## config.mk

```make
export PLATFORM = sky130hd
export DESIGN_NAME = fpe_agu
export DESIGN_NICKNAME = d
export VERILOG_FILES = /design/src/fpe_pkg.sv /design/src/fpe_agu.sv
export SDC_FILE = /design/constraint.sdc
export NUM_CORES = 1
export LEC_CHECK = 0
export BUFFER_PORTS_ARGS = -buffer_cell sky130_fd_sc_hd__buf_2
export CAP_MARGIN = 30
export CORE_MARGIN = 1
export CORE_UTILIZATION = 30
export DETAILED_ROUTE_END_ITERATION = 10
export GPL_ROUTABILITY_DRIVEN = 0
export PLACE_DENSITY_LB_ADDON = 0.15
export SKIP_CTS_REPAIR_TIMING = 1
export SYNTH_ARGS = -nofsm -noshare
export SYNTH_HDL_FRONTEND = slang
export SYNTH_SLANG_ARGS = --single-unit
```

## constraint.sdc

```tcl
create_clock -name clock -period 5.85 [get_ports clock]
set_clock_uncertainty 0.15 [all_clocks]
set_input_delay 0.2925 -clock clock [delete_from_list [all_inputs] [get_ports clock]]
set_output_delay 0.2925 -clock clock [all_outputs]
set_load 0.02 [all_outputs]
```

## src/fpe_pkg.sv

```systemverilog
// Package for the FAT12 packed entry access block.
// Holds the operation codes, sequencer states, control bundle and fixed widths.
// No dependencies.
`default_nettype none

package fpe_pkg;

   localparam int ENTRY_W     = 12;
   localparam int CLUSTER_W   = 12;
   localparam int BYTE_ADDR_W = 13;
   localparam int RSV_W       = 16;
   localparam int BPS_W       = 13;
   localparam int CSR_IDX_W   = 8;
   localparam int CSR_DATA_W  = 16;
   localparam int PROD_W      = RSV_W + BPS_W;
   localparam int OFS_W       = 13;
   localparam int AGW         = PROD_W + 1;

   typedef enum logic [1:0] {
      OP_RD_ENTRY = 2'd0,
      OP_WR_ENTRY = 2'd1,
      OP_WR_BYTE  = 2'd2,
      OP_RD_BYTE  = 2'd3
   } op_type;

   typedef enum logic [CSR_IDX_W-1:0] {
      REG_RESERVED_SECTORS = 8'd0,
      REG_BYTES_PER_SECTOR = 8'd1
   } csr_index_type;

   typedef enum logic [3:0] {
      ST_IDLE,
      ST_RAW,
      ST_RCAP,
      ST_MUL,
      ST_SUM,
      ST_CHK1,
      ST_CHK2,
      ST_CAP,
      ST_WRA2,
      ST_WRA1,
      ST_FIN
   } state_type;

   typedef enum logic [2:0] {
      AGU_HOLD,
      AGU_RAW,
      AGU_BASE,
      AGU_INC,
      AGU_DEC
   } agu_cmd_type;

   typedef enum logic [1:0] {
      WSEL_RAW,
      WSEL_LOW,
      WSEL_HIGH
   } wsel_type;

   typedef struct packed {
      agu_cmd_type agu_cmd;
      wsel_type    wsel;
      logic        idle;
      logic        mul_en;
      logic        mem_en;
      logic        mem_we;
      logic        cap_b1;
      logic        cap_b2;
      logic        set_err;
      logic        load_rsp;
   } ctrl_type;

endpackage

`default_nettype wire

```

## src/fpe_agu.sv

```systemverilog
// Address unit: one shared adder that forms and steps image addresses, plus a range check on the result.
// Depends on fpe_pkg.
`default_nettype none

module fpe_agu import fpe_pkg::*; #(
   parameter int IMAGE_BYTES = 8192
) (
   input  wire logic                   clock,
   input  wire agu_cmd_type            cmd,
   input  wire logic [PROD_W-1:0]      prod,
   input  wire logic [OFS_W-1:0]       offset,
   input  wire logic [BYTE_ADDR_W-1:0] raw_addr,
   output logic      [AGW-1:0]         addr,
   output logic                        out_of_range
);

   logic [AGW-1:0] addr_ff;
   logic [AGW-1:0] addr_in;
   logic [AGW-1:0] opa;
   logic [AGW-1:0] opb;

   always_comb begin
      unique case (cmd)
         AGU_RAW: begin
            opa = AGW'(raw_addr);
            opb = '0;
         end
         AGU_BASE: begin
            opa = AGW'(prod);
            opb = AGW'(offset);
         end
         AGU_INC: begin
            opa = addr_ff;
            opb = AGW'(1);
         end
         AGU_DEC: begin
            opa = addr_ff;
            opb = '1;
         end
         default: begin
            opa = addr_ff;
            opb = '0;
         end
      endcase
      addr_in = opa + opb;
   end

   always_ff @(posedge clock) begin
      addr_ff <= addr_in;
   end

   assign addr         = addr_ff;
   assign out_of_range = (addr_ff >= AGW'(IMAGE_BYTES));

endmodule

`default_nettype wire

```

==> results.tsv <==
metric	value	unit
Num CTS Buffers	5	
Worst Hold Class	in -> reg	
Critical Path Source	cmd[0]	
DRC Markers	20	
Initial Util	31.3	%
Sw Share	47.1	%
Final ANT Viol Nets	0	
drt first pass iters	8	
sequential power share	27.4	%
Worst-Skew Late Latency	0.28	ns
die width	97.9	um
PD cells	410	nW/um2
Rel. slew slack	52.9	%
Seq cells post-synth	30	
final setup TNS	0	ns
Syn Area/Cell	7.85	um2
WL per Instance	14.9	um
Slew Viols, Final	0	
post-synthesis mux area share	0.363	%
most used flip-flop cell after synthesis	dfxtp_1	
Fill cells	963	
CTS sink cnt	30	
H-tree depth	2	
core box area	8810	um2
Psw	0.000656	W
Synth Area in Simple Gates	20.0	%
area of the mapped netlist	2760	um2
max-cap viol count	0	
port bufs	89	
Clk pwr share	12.9	%
n_diodes	0	
Net count, final	526	
Syn. warnings	0	
Post-synth ARST share	0	%
number of flops mapped to enable cells by yosys	0	
library cells used by synthesis	52	
share of cells above drive strength 1	26.3	%
WS Path Type	in -> reg	
Worst setup SP type	input port	
Via Count	2844	
Yosys top cell area share	21.8	%
top post-synthesis cells by count	nand2_1, dfxtp_1, ha_1	
Via density	5.21	
Static Leak	1.78	nW
gr ovfl total	0	
Inst Count DP	538	
area share of fa/ha/maj cells after synthesis	13.9	%
violated checks	DRC	
Tmin final	3.76	ns
Req. time, crit path	5.92	ns
fin crit share	64.3	%
Synth area leader	dfxtp_1	
WP data arrival	3.83	ns
largest family of logic cells by synthesized area	compound AO/OA/AOI/OAI gates	
area delta synth->final	23.5	%
R2R Path Start	addr[1]	
syn_nets	440	
Final Non-Filler Cells	546	
num ports	90	
sequential share of the synthesized area	21.8	%
RSZ-0062 raised after global routing	false	
WL final	8140	um
Comb pwr share	59.7	%
Total GRT Usage	17.3	%
maximum operating frequency	0.266	GHz
detailed-placement wirelength estimate	6500	um
Largest register FFs	30	
clock buffer depth	2	
cell with the most instances after synthesis	nand2_1	
xor/xnor share of the synthesized area	8.26	%
Compound-Gate Fraction of Synth Area	32.2	%
Core Rows	34	
Crit Path Max Fanout	17	
number of global-route vias before repair	2814	
first-pass GRT wire length	13500	um
status	complete, but fails checks	
CTS clk-pin slew, worst paths	0.07	ns
largest net degree at the start of global routing	42	
placed inst area	3310	um2
hold_sp	raw_addr[0]	
maximum vdd drop	0.169	mV
die area	9580	um2
initial drt markers	77	
antenna violations before repair	0	
actual slew at the worst max-slew pin	0.706	ns
CP endpoint kind	register	
Int Pwr	0.000738	W
top cells by area, synth	dfxtp_1, ha_1, nand2_1	
Cells after Synth	351	
final hold violations	0	
CTS tree	yes	
fin area	3400	um2
clock root cell	clkbuf_8	
Setup Viol. Count Final	0	
Die Height	97.9	um
[power groups by stage]
stage          clock [W]  combinational [W]  sequential [W]
2_1_floorplan          0           0.000487        0.000500
3_3_place_gp           0           0.000833        0.000387
3_5_place_dp           0           0.000836        0.000387
4_1_cts         0.000188           0.000840        0.000384
5_1_grt         0.000195           0.000920        0.000396
6_report        0.000180           0.000832        0.000381
[layer usage]
layer | global-route usage (%) | wire, um | vias up
met2 | 29.0 | 3780 | 62
met1 | 22.7 | 3940 | 1310
met4 | 5.24 | 136 | 0
met5 | 0 | 0 | -
met3 | 3.01 | 292 | 9
li1 | - | - | 1463
[worst max-delay path, stage by stage]
cell	delay [ns]
buf_2	0.13
nor3b_2	0.15
buf_4	0.18
nor2_2	0.55
buf_4	0.32
nand2_1	0.07
nand2_1	0.07
ha_1	0.16
inv_1	0.05
fa_1	0.39
and2b_4	0.27
o2111ai_2	0.14
a21oi_2	0.19
o21ai_1	0.12
or4_1	0.49
nand3_1	0.11
xor2_1	0.14
[placed cells by master, fill, tap and decap left out, types with 7 or more instances in the layout]
cell type	instances
a21o_1	19
a21oi_1	26
a22o_1	16
a22oi_1	12
buf_2	89
dfxtp_1	30
ha_1	29
inv_1	8
nand2_1	52
nand3_1	7
nor2_1	26
o21ai_0	14
xnor2_1	16
xor2_1	10
[stage by stage]
step	hold slack, ns	setup WS (ns)	util [%]	power (W)
3_3_place_gp	0.441	1.80	37.6	0.00122
2_1_floorplan	0.385	2.11	-	0.000987
4_1_cts	0.216	2.02	38.6	0.00141
6_report	0.214	2.09	38.6	0.00139
3_5_place_dp	0.442	1.73	37.6	0.00122
5_1_grt	0.229	1.77	38.6	0.00151
[layout make-up]
class	instances	area (um2)	share of cell area [%]
clock buffer	7	86.3	2.54
clock inverter	1	5.00	0.147
inverter	8	30.0	0.882
multi-input combinational	299	2070	60.8
sequential	30	601	17.6
tap	108	135	3.97
timing repair buffer	93	475	14.0
[final timing paths]
kind              endpoint  cells after the start  slack (ns)
hold reg to reg    addr[0]                      3        0.44
setup / recovery  addr[26]                     17        2.09
hold / removal     addr[0]                      4        0.21
setup reg to reg  addr[20]                     10        3.01
[logic make-up after synthesis]
kind of cell             Yosys count
adder cells (fa/ha/maj)           30
AND/OR/NAND/NOR                  117
flip-flops                        30
AO/OA/AOI/OAI                    125
multiplexers                       1
XOR/XNOR                          26
buffers and inverters             22
Note: power is estimated with default switching activity, not from simulation.
