$ cat config.mk
export PLATFORM = sky130hd
export DESIGN_NAME = fpe_seq
export DESIGN_NICKNAME = d
export VERILOG_FILES = /design/src/fpe_pkg.sv /design/src/fpe_seq.sv
export SDC_FILE = /design/constraint.sdc
export NUM_CORES = 1
export LEC_CHECK = 0
export ABC_AREA = 1
export BUFFER_PORTS_ARGS = -buffer_cell sky130_fd_sc_hd__buf_2
export CORE_AREA = 2 2 39 41
export DETAILED_ROUTE_END_ITERATION = 10
export DIE_AREA = 0 0 41 43
export GPL_ROUTABILITY_DRIVEN = 0
export GPL_TIMING_DRIVEN = 0
export PLACE_DENSITY = 0.63
export SLEW_MARGIN = 15
export SYNTH_ARGS = -nofsm -noshare
export SYNTH_HDL_FRONTEND = slang
export SYNTH_SLANG_ARGS = --single-unit
$ cat constraint.sdc
create_clock -name clock -period 2.05 [get_ports clock]
set_input_delay 0.3075 -clock clock [delete_from_list [all_inputs] [get_ports clock]]
set_output_delay 0.3075 -clock clock [all_outputs]
set_load 0.02 [all_outputs]
$ cat src/fpe_pkg.sv
// Package for the FAT12 packed entry access block.
// Holds the operation codes, sequencer states, control bundle and fixed widths.
// No dependencies.
`default_nettype none

package fpe_pkg;

   localparam int ENTRY_W     = 12;
   localparam int CLUSTER_W   = 12;
   localparam int BYTE_ADDR_W = 13;
   localparam int RSV_W       = 16;
   localparam int BPS_W       = 13;
   localparam int CSR_IDX_W   = 8;
   localparam int CSR_DATA_W  = 16;
   localparam int PROD_W      = RSV_W + BPS_W;
   localparam int OFS_W       = 13;
   localparam int AGW         = PROD_W + 1;

   typedef enum logic [1:0] {
      OP_RD_ENTRY = 2'd0,
      OP_WR_ENTRY = 2'd1,
      OP_WR_BYTE  = 2'd2,
      OP_RD_BYTE  = 2'd3
   } op_type;

   typedef enum logic [CSR_IDX_W-1:0] {
      REG_RESERVED_SECTORS = 8'd0,
      REG_BYTES_PER_SECTOR = 8'd1
   } csr_index_type;

   typedef enum logic [3:0] {
      ST_IDLE,
      ST_RAW,
      ST_RCAP,
      ST_MUL,
      ST_SUM,
      ST_CHK1,
      ST_CHK2,
      ST_CAP,
      ST_WRA2,
      ST_WRA1,
      ST_FIN
   } state_type;

   typedef enum logic [2:0] {
      AGU_HOLD,
      AGU_RAW,
      AGU_BASE,
      AGU_INC,
      AGU_DEC
   } agu_cmd_type;

   typedef enum logic [1:0] {
      WSEL_RAW,
      WSEL_LOW,
      WSEL_HIGH
   } wsel_type;

   typedef struct packed {
      agu_cmd_type agu_cmd;
      wsel_type    wsel;
      logic        idle;
      logic        mul_en;
      logic        mem_en;
      logic        mem_we;
      logic        cap_b1;
      logic        cap_b2;
      logic        set_err;
      logic        load_rsp;
   } ctrl_type;

endpackage

`default_nettype wire

$ cat src/fpe_seq.sv
// Sequencer that steps one operation through multiply, address, read and write cycles.
// Depends on fpe_pkg.
`default_nettype none

module fpe_seq import fpe_pkg::*; (
   input  wire logic   clock,
   input  wire logic   reset,
   input  wire logic   req_valid,
   input  wire op_type req_op,
   input  wire op_type op_held,
   input  wire logic   out_of_range,
   input  wire logic   rsp_free,
   output ctrl_type    ctrl
);

   state_type state_ff;
   state_type state_in;

   always_ff @(posedge clock) begin
      if (reset) begin
         state_ff <= ST_IDLE;
      end else begin
         state_ff <= state_in;
      end
   end

   always_comb begin
      state_in = state_ff;
      unique case (state_ff)
         ST_IDLE: begin
            if (req_valid) begin
               if (req_op == OP_WR_BYTE || req_op == OP_RD_BYTE) begin
                  state_in = ST_RAW;
               end else begin
                  state_in = ST_MUL;
               end
            end
         end
         ST_RAW: begin
            if (out_of_range || op_held == OP_WR_BYTE) begin
               state_in = ST_FIN;
            end else begin
               state_in = ST_RCAP;
            end
         end
         ST_RCAP: state_in = ST_FIN;
         ST_MUL:  state_in = ST_SUM;
         ST_SUM:  state_in = ST_CHK1;
         ST_CHK1: state_in = out_of_range ? ST_FIN : ST_CHK2;
         ST_CHK2: state_in = out_of_range ? ST_FIN : ST_CAP;
         ST_CAP:  state_in = (op_held == OP_WR_ENTRY) ? ST_WRA2 : ST_FIN;
         ST_WRA2: state_in = ST_WRA1;
         ST_WRA1: state_in = ST_FIN;
         ST_FIN: begin
            if (rsp_free) begin
               state_in = ST_IDLE;
            end
         end
         default: state_in = ST_IDLE;
      endcase
   end

   always_comb begin
      ctrl = '{agu_cmd: AGU_HOLD, wsel: WSEL_RAW, default: 1'b0};
      unique case (state_ff)
         ST_IDLE: begin
            ctrl.idle    = 1'b1;
            ctrl.agu_cmd = AGU_RAW;
         end
         ST_RAW: begin
            if (out_of_range) begin
               ctrl.set_err = 1'b1;
            end else begin
               ctrl.mem_en = 1'b1;
               ctrl.mem_we = (op_held == OP_WR_BYTE);
            end
         end
         ST_RCAP: ctrl.cap_b1 = 1'b1;
         ST_MUL:  ctrl.mul_en = 1'b1;
         ST_SUM:  ctrl.agu_cmd = AGU_BASE;
         ST_CHK1: begin
            if (out_of_range) begin
               ctrl.set_err = 1'b1;
            end else begin
               ctrl.mem_en  = 1'b1;
               ctrl.agu_cmd = AGU_INC;
            end
         end
         ST_CHK2: begin
            ctrl.cap_b1 = 1'b1;
            if (out_of_range) begin
               ctrl.set_err = 1'b1;
            end else begin
               ctrl.mem_en = 1'b1;
            end
         end
         ST_CAP: ctrl.cap_b2 = 1'b1;
         ST_WRA2: begin
            ctrl.mem_en  = 1'b1;
            ctrl.mem_we  = 1'b1;
            ctrl.wsel    = WSEL_HIGH;
            ctrl.agu_cmd = AGU_DEC;
         end
         ST_WRA1: begin
            ctrl.mem_en = 1'b1;
            ctrl.mem_we = 1'b1;
            ctrl.wsel   = WSEL_LOW;
         end
         ST_FIN: ctrl.load_rsp = rsp_free;
         default: ctrl.idle = 1'b0;
      endcase
   end

endmodule

`default_nettype wire

==> results_dict.tcl, run 1 <==
set metrics [dict create \
    fillers 167 \
    synth.top_cell.area_share_pct 19.6 \
    die_w_um 41 \
    largestRegisters "state_ff: 4 flops" \
    antenna_left 0 \
    synthCells 74 \
    drt_pass1_iterations 5 \
    synth_edf_count 0 \
    vias_per_cell 4.70 \
    cts_setup_buffers 0 \
    fmax_mhz 587 \
    period_needed_ns 1.70 \
    syn_area_per_cell_sq_um 5.51 \
    rows 14 \
    worstHoldEndpoint "state_ff[1]$_SDFFE_PP0P_" \
    wire_per_inst_um 9.75 \
    drc 0 \
    slew_headroom_pct 82.9 \
    drt_iter0_drc 16 \
    start_util_pct 29.5 \
    yosys.area_share.adder_pct 0 \
    crit_path_end_kind "output port" \
    areaGrowthSynthToFinish_pct 35.0 \
    dp_cells 110 \
    synth_flop_cell "dfxtp_1" \
    synth-compound-area-share_pct 12.9 \
    min_delay_path_depth 2 \
    setup_viol 0 \
    grt_first_pass_wirelength_um 1730 \
    worstPathMaxFanout 5 \
    routed_wl_um 1100 \
    hold_path.class "in -> reg" \
    synth-simple-area-share_pct 49.1 \
    tns_ns 0 \
    drive_above_1_share_pct 39.2 \
    synth_top_family_by_area "simple AND/OR/NAND/NOR gates" \
    crit-reg2reg-capture "state_ff[1]$_SDFFE_PP0P_" \
    synthMuxAreaShare_pct 0 \
    grt_setup_unrepaired "false" \
    ys.warnings.count 0 \
    worstPathArrival_ns 1.40 \
    syn_nets 83 \
    htree_levels 1 \
    synth-async-reset-ratio_pct 0 \
    synth-seq-cells 4 \
    place_hpwl_um 920 \
    worst_pin_slew_ns 0.255 \
    dieArea_sq_um 1760 \
    io-pin-count 22 \
    insertedDiodeCount 0 \
    largest_reg_flops 4 \
    top_register "state_ff" \
    grt_max_degree 8 \
    power_density_nw_per_um2 1350 \
    slew_viol_final 0 \
    vdd_ir_drop_max_v 0.000470 \
    clock_latency_ns 0.24 \
    cts_tree "done" \
    cp.required_ns 1.74 \
    reg2reg_slack_ns 0.81 \
    antenna_found_initial 0 \
    grt_overflow 0 \
    ff_latch_area_sq_um 80.1 \
    synthesis.area_sq_um 408 \
    path_class "reg -> out" \
    track_usage_pct 14.6 \
    holdBufCountCts 0 \
    cts_resized 0 \
    clock_path_buffers 2 \
    core_area_sq_um 1380 \
    rr_worst_depth 7 \
    synth_xor_area_share_pct 0 \
    period_share_pct 83.1 \
    stdcell_count 113 \
    synth_top_cell_by_area "dfxtp_1" \
    synth_cell_types 20 \
    yosysSeqAreaShare_pct 19.6 \
    start_kind "flop" \
    finalNetCount 108 \
    vias 531 \
    finalHoldViolCount 0 \
    multi_input_area_sq_um 253 \
    p_leak_nw 0.346 \
    finalClockSkew_ns 0.000716 \
    outcome "completed" \
    die_h_um 43 \
    clockRootBuffer "clkbuf_4" \
    placement.io_buffers 20 \
    reg2reg_from "state_ff[3]$_SDFFE_PP0P_" \
    cap_violations 0 \
    clk_pin_slew_ns 0.04 \
    hold_start "reset" \
    numClockSinks 4 \
    grt_pass1_vias 462 \
    cts_buffers 3 \
    synth_area_leaders "dfxtp_1, nand2_1, inv_1, nor2_1, nor2_2" \
]
-- cells by family after synthesis --
kind of cell | Yosys count
flip-flops | 4
buffers and inverters | 20
AO/OA/AOI/OAI | 8
AND/OR/NAND/NOR | 42
-- power breakdown --
part	internal, mW	total, mW	switching (mW)
sequential	0.104	0.140	0.0359
clock	0.0655	0.0981	0.0327
combinational	0.161	0.503	0.342
total	0.330	0.741	0.411
-- cell usage in the layout, fill, tap and decap left out --
| cell | Yosys | final |
|---|---|---|
| a211oi_1 | 1 | 1 |
| a21oi_2 | 1 | 1 |
| a31oi_1 | 1 | 1 |
| buf_2 | 0 | 20 |
| clkbuf_4 | 0 | 3 |
| dfxtp_1 | 4 | 4 |
| inv_1 | 15 | 15 |
| inv_2 | 5 | 5 |
| nand2_1 | 18 | 18 |
| nand2_2 | 3 | 3 |
| nand3_1 | 2 | 2 |
| nand3_2 | 1 | 1 |
| nand3b_1 | 1 | 1 |
| nand4_1 | 1 | 1 |
| nor2_1 | 10 | 10 |
| nor2_2 | 4 | 4 |
| nor2_4 | 1 | 1 |
| nor4_1 | 1 | 1 |
| o211ai_1 | 1 | 1 |
| o21ai_0 | 1 | 1 |
| o21ai_1 | 2 | 2 |
| o31ai_1 | 1 | 1 |
-- area by class of cell --
| class | count | area share [%] |
|---|---|---|
| Multi-Input combinational cell | 50 | 45.9 |
| Timing Repair Buffer | 20 | 18.2 |
| Sequential cell | 4 | 14.5 |
| Inverter | 20 | 13.6 |
| Clock buffer | 3 | 4.09 |
| Tap cell | 16 | 3.64 |
-- routing by layer --
| layer | global-route usage (%) | up-vias | part of all wire [%] |
|---|---|---|---|
| li1 | - | 269 | - |
| met1 | 17.0 | 236 | 43 |
| met2 | 22.2 | 23 | 49 |
| met3 | 3.14 | 3 | 5.8 |
| met4 | 10.0 | 0 | 2.3 |
| met5 | 0 | - | 0 |
-- through the flow --
stage          hold slack (ns)  total power, mW  cell area, sq um  util, %  setup WS, ns
2_1_floorplan            0.370            0.506               408        -         0.499
3_3_place_gp             0.513            0.639               528     38.2         0.632
3_5_place_dp             0.517            0.644               528     38.2         0.606
4_1_cts                  0.268            0.748               551     39.8         0.347
5_1_grt                  0.280            0.809               551     39.8         0.242
6_report                 0.277            0.741               551     39.8         0.346
-- worst max-delay path, stage by stage, from the launching register on --
cell,delay (ns)
dfxtp_1,0.43
inv_2,0.08
nor2_2,0.16
nand2_1,0.09
nand2_2,0.08
inv_1,0.04
o21ai_1,0.10
buf_2,0.17
-- cell usage after synthesis (2+ instances only) --
cell     instances
o21ai_1          2
nor2_2           4
nand2_2          3
nand3_1          2
inv_1           15
nand2_1         18
dfxtp_1          4
nor2_1          10
inv_2            5
-- worst max-delay path by stage --
stage,from,endpoint,slack [ns],cells past startpoint
after floorplan,state_ff[1]$_SDFFE_PP0P_,ctrl[0],0.50,4
after global placement,state_ff[2]$_SDFFE_PP0P_,ctrl[5],0.63,7
after detailed placement,state_ff[2]$_SDFFE_PP0P_,ctrl[5],0.61,7
after CTS,state_ff[2]$_SDFFE_PP0P_,ctrl[5],0.35,7
after global routing,state_ff[2]$_SDFFE_PP0P_,ctrl[5],0.24,7
final,state_ff[2]$_SDFFE_PP0P_,ctrl[5],0.35,7
Power figures use the tool's default switching activity.
==> run 2: changes to the inputs <==
==> constraint.sdc (replaced) <==
create_clock -name clock -period 1.7 [get_ports clock]
set_input_delay 0.255 -clock clock [delete_from_list [all_inputs] [get_ports clock]]
set_output_delay 0.255 -clock clock [all_outputs]
set_load 0.02 [all_outputs]
==> run 2 against run 1 <==
Effect of this change:
- register-to-register slack lost 0.34 ns
- critical endpoint unchanged
- highest routed layer unchanged
- combinational power rose by 21%
- largest power group unchanged
- die area did not move
- hold slack got worse by 0.052 ns
- sequential share of layout area grew 0.39 points
==> results_dict.tcl, run 2 (synthesized netlist as in run 1, its figures left out) <==
set metrics [dict create \
    outcome "completed" \
    wl_met2_um 536 \
    slew_headroom_pct 82.9 \
    grt_setup_unrepaired "false" \
    hold_slack_ns 0.225 \
    grt_max_degree 8 \
    wire_per_inst_um 9.75 \
    grt_first_pass_wirelength_um 1730 \
    dieArea_sq_um 1760 \
    clk_pin_slew_ns 0.04 \
    final_common_cell "buf_2" \
    numClockSinks 4 \
    clockRootBuffer "clkbuf_4" \
    worstPathArrival_ns 1.32 \
    antenna_found_initial 0 \
    grt_pass1_vias 462 \
    antenna_left 0 \
    clock_path_buffers 2 \
    die_w_um 41 \
    p_leak_nw 0.347 \
    vias 531 \
    start_util_pct 29.5 \
    slew_viol_final 0 \
    finalHoldViolCount 0 \
    cap_violations 0 \
    period_share_pct 92.7 \
    largest_reg_flops 4 \
    drt_pass1_iterations 5 \
    cts_buffers 3 \
    vias_per_cell 4.70 \
    power_density_nw_per_um2 1620 \
    clock_latency_ns 0.24 \
    crit_path_end_kind "output port" \
    drive_above_1_share_pct 41.2 \
    drc 0 \
    finalNetCount 108 \
    grt_overflow 0 \
    period_needed_ns 1.58 \
    vdd_ir_drop_max_v 0.000567 \
    most-common-layout-cells "buf_2, nand2_1, inv_1, nor2_1, inv_2" \
    tns_ns 0 \
    io-pin-count 22 \
    track_usage_pct 14.6 \
    place_hpwl_um 920 \
    path_class "reg -> out" \
    pre_cts_ws_ns 0.309 \
    setup_slack_ns 0.124 \
    m1WireLength_um 475 \
    cp.required_ns 1.44 \
    top_layer "met4" \
    core_area_sq_um 1380 \
    routed_wl_um 1100 \
    worst_pin_slew_ns 0.256 \
    drt_iter0_drc 16 \
    htree_levels 1 \
    worstPathMaxFanout 5 \
    top_register "state_ff" \
    fmax_mhz 635 \
    hold_path.class "in -> reg" \
    placement.io_buffers 20 \
    route.met3.wl_um 64 \
    die_h_um 43 \
    finalClockSkew_ns 0.000716 \
    insertedDiodeCount 0 \
    setup_viol 0 \
    areaGrowthSynthToFinish_pct 35.6 \
    largestRegisters "state_ff: 4 flops" \
    start_kind "flop" \
    cts_tree "done" \
    rows 14 \
]
run 2: cell count changes in the layout (fill, tap and decap cells not counted):
cell	delta
dfxtp_1	-2
dfxtp_2	+2
run 2: critical path, cell delays in order, from the launching register on:
cell     delay, ns
dfxtp_2       0.38
inv_2         0.06
nor2_2        0.16
nand2_1       0.09
nand2_2       0.08
inv_1         0.04
o21ai_1       0.10
buf_2         0.17
run 2: cell type report:
class / instances / area, sq um
fill: 167 / 831
clock buffer: 3 / 22.5
sequential: 4 / 82.6
timing repair buffer: 20 / 100
multi-input combinational: 50 / 253
tap: 16 / 20.0
inverter: 20 / 75.1
run 2: where the power goes:
group,internal [mW],leakage (nW),switching (mW)
Sequential,0.129,0.0337,0.0433
Clock,0.0790,0.0138,0.0394
Combinational,0.194,0.300,0.413
Total,0.402,0.347,0.495
run 2: metrics by stage:
stage / util [%] / instances / instance area, sq um / power [mW]
after CTS: 39.8 / 113 / 551 / 0.902
after global placement: 38.2 / 110 / 528 / 0.771
after floorplan: - / 74 / 408 / 0.610
after global routing: 40.0 / 113 / 553 / 0.979
after detailed placement: 38.2 / 110 / 528 / 0.777
final: 40.0 / 113 / 553 / 0.897
run 2: per-layer routing:
layer  vias to the layer above  track usage, %
met5                         -               0
met1                       236            17.0
met3                         3            3.14
met2                        23            22.2
li1                        269               -
met4                         0            10.0
run 2: what timing repair did:
| item | 4_1_cts | 5_1_grt |
|---|---|---|
| gates resized for setup | 0 | 2 |
| hold buffers | 0 | 0 |
| buffers inserted | 0 | 0 |
| endpoints found under the hold margin | 0 | 0 |
| endpoints found under the setup margin | 0 | 3 |
run 2: worst paths after layout:
path                                          startpoint                        to  slack [ns]  cells after the start
worst max-delay path            state_ff[2]$_SDFFE_PP0P_                   ctrl[5]        0.12                      7
worst min-delay path                               reset  state_ff[1]$_SDFFE_PP0P_        0.22                      2
worst min register to register  state_ff[0]$_SDFFE_PP0P_  state_ff[1]$_SDFFE_PP0P_        0.62                      3
worst max register to register  state_ff[3]$_SDFFE_PP0P_  state_ff[1]$_SDFFE_PP0P_        0.47                      7
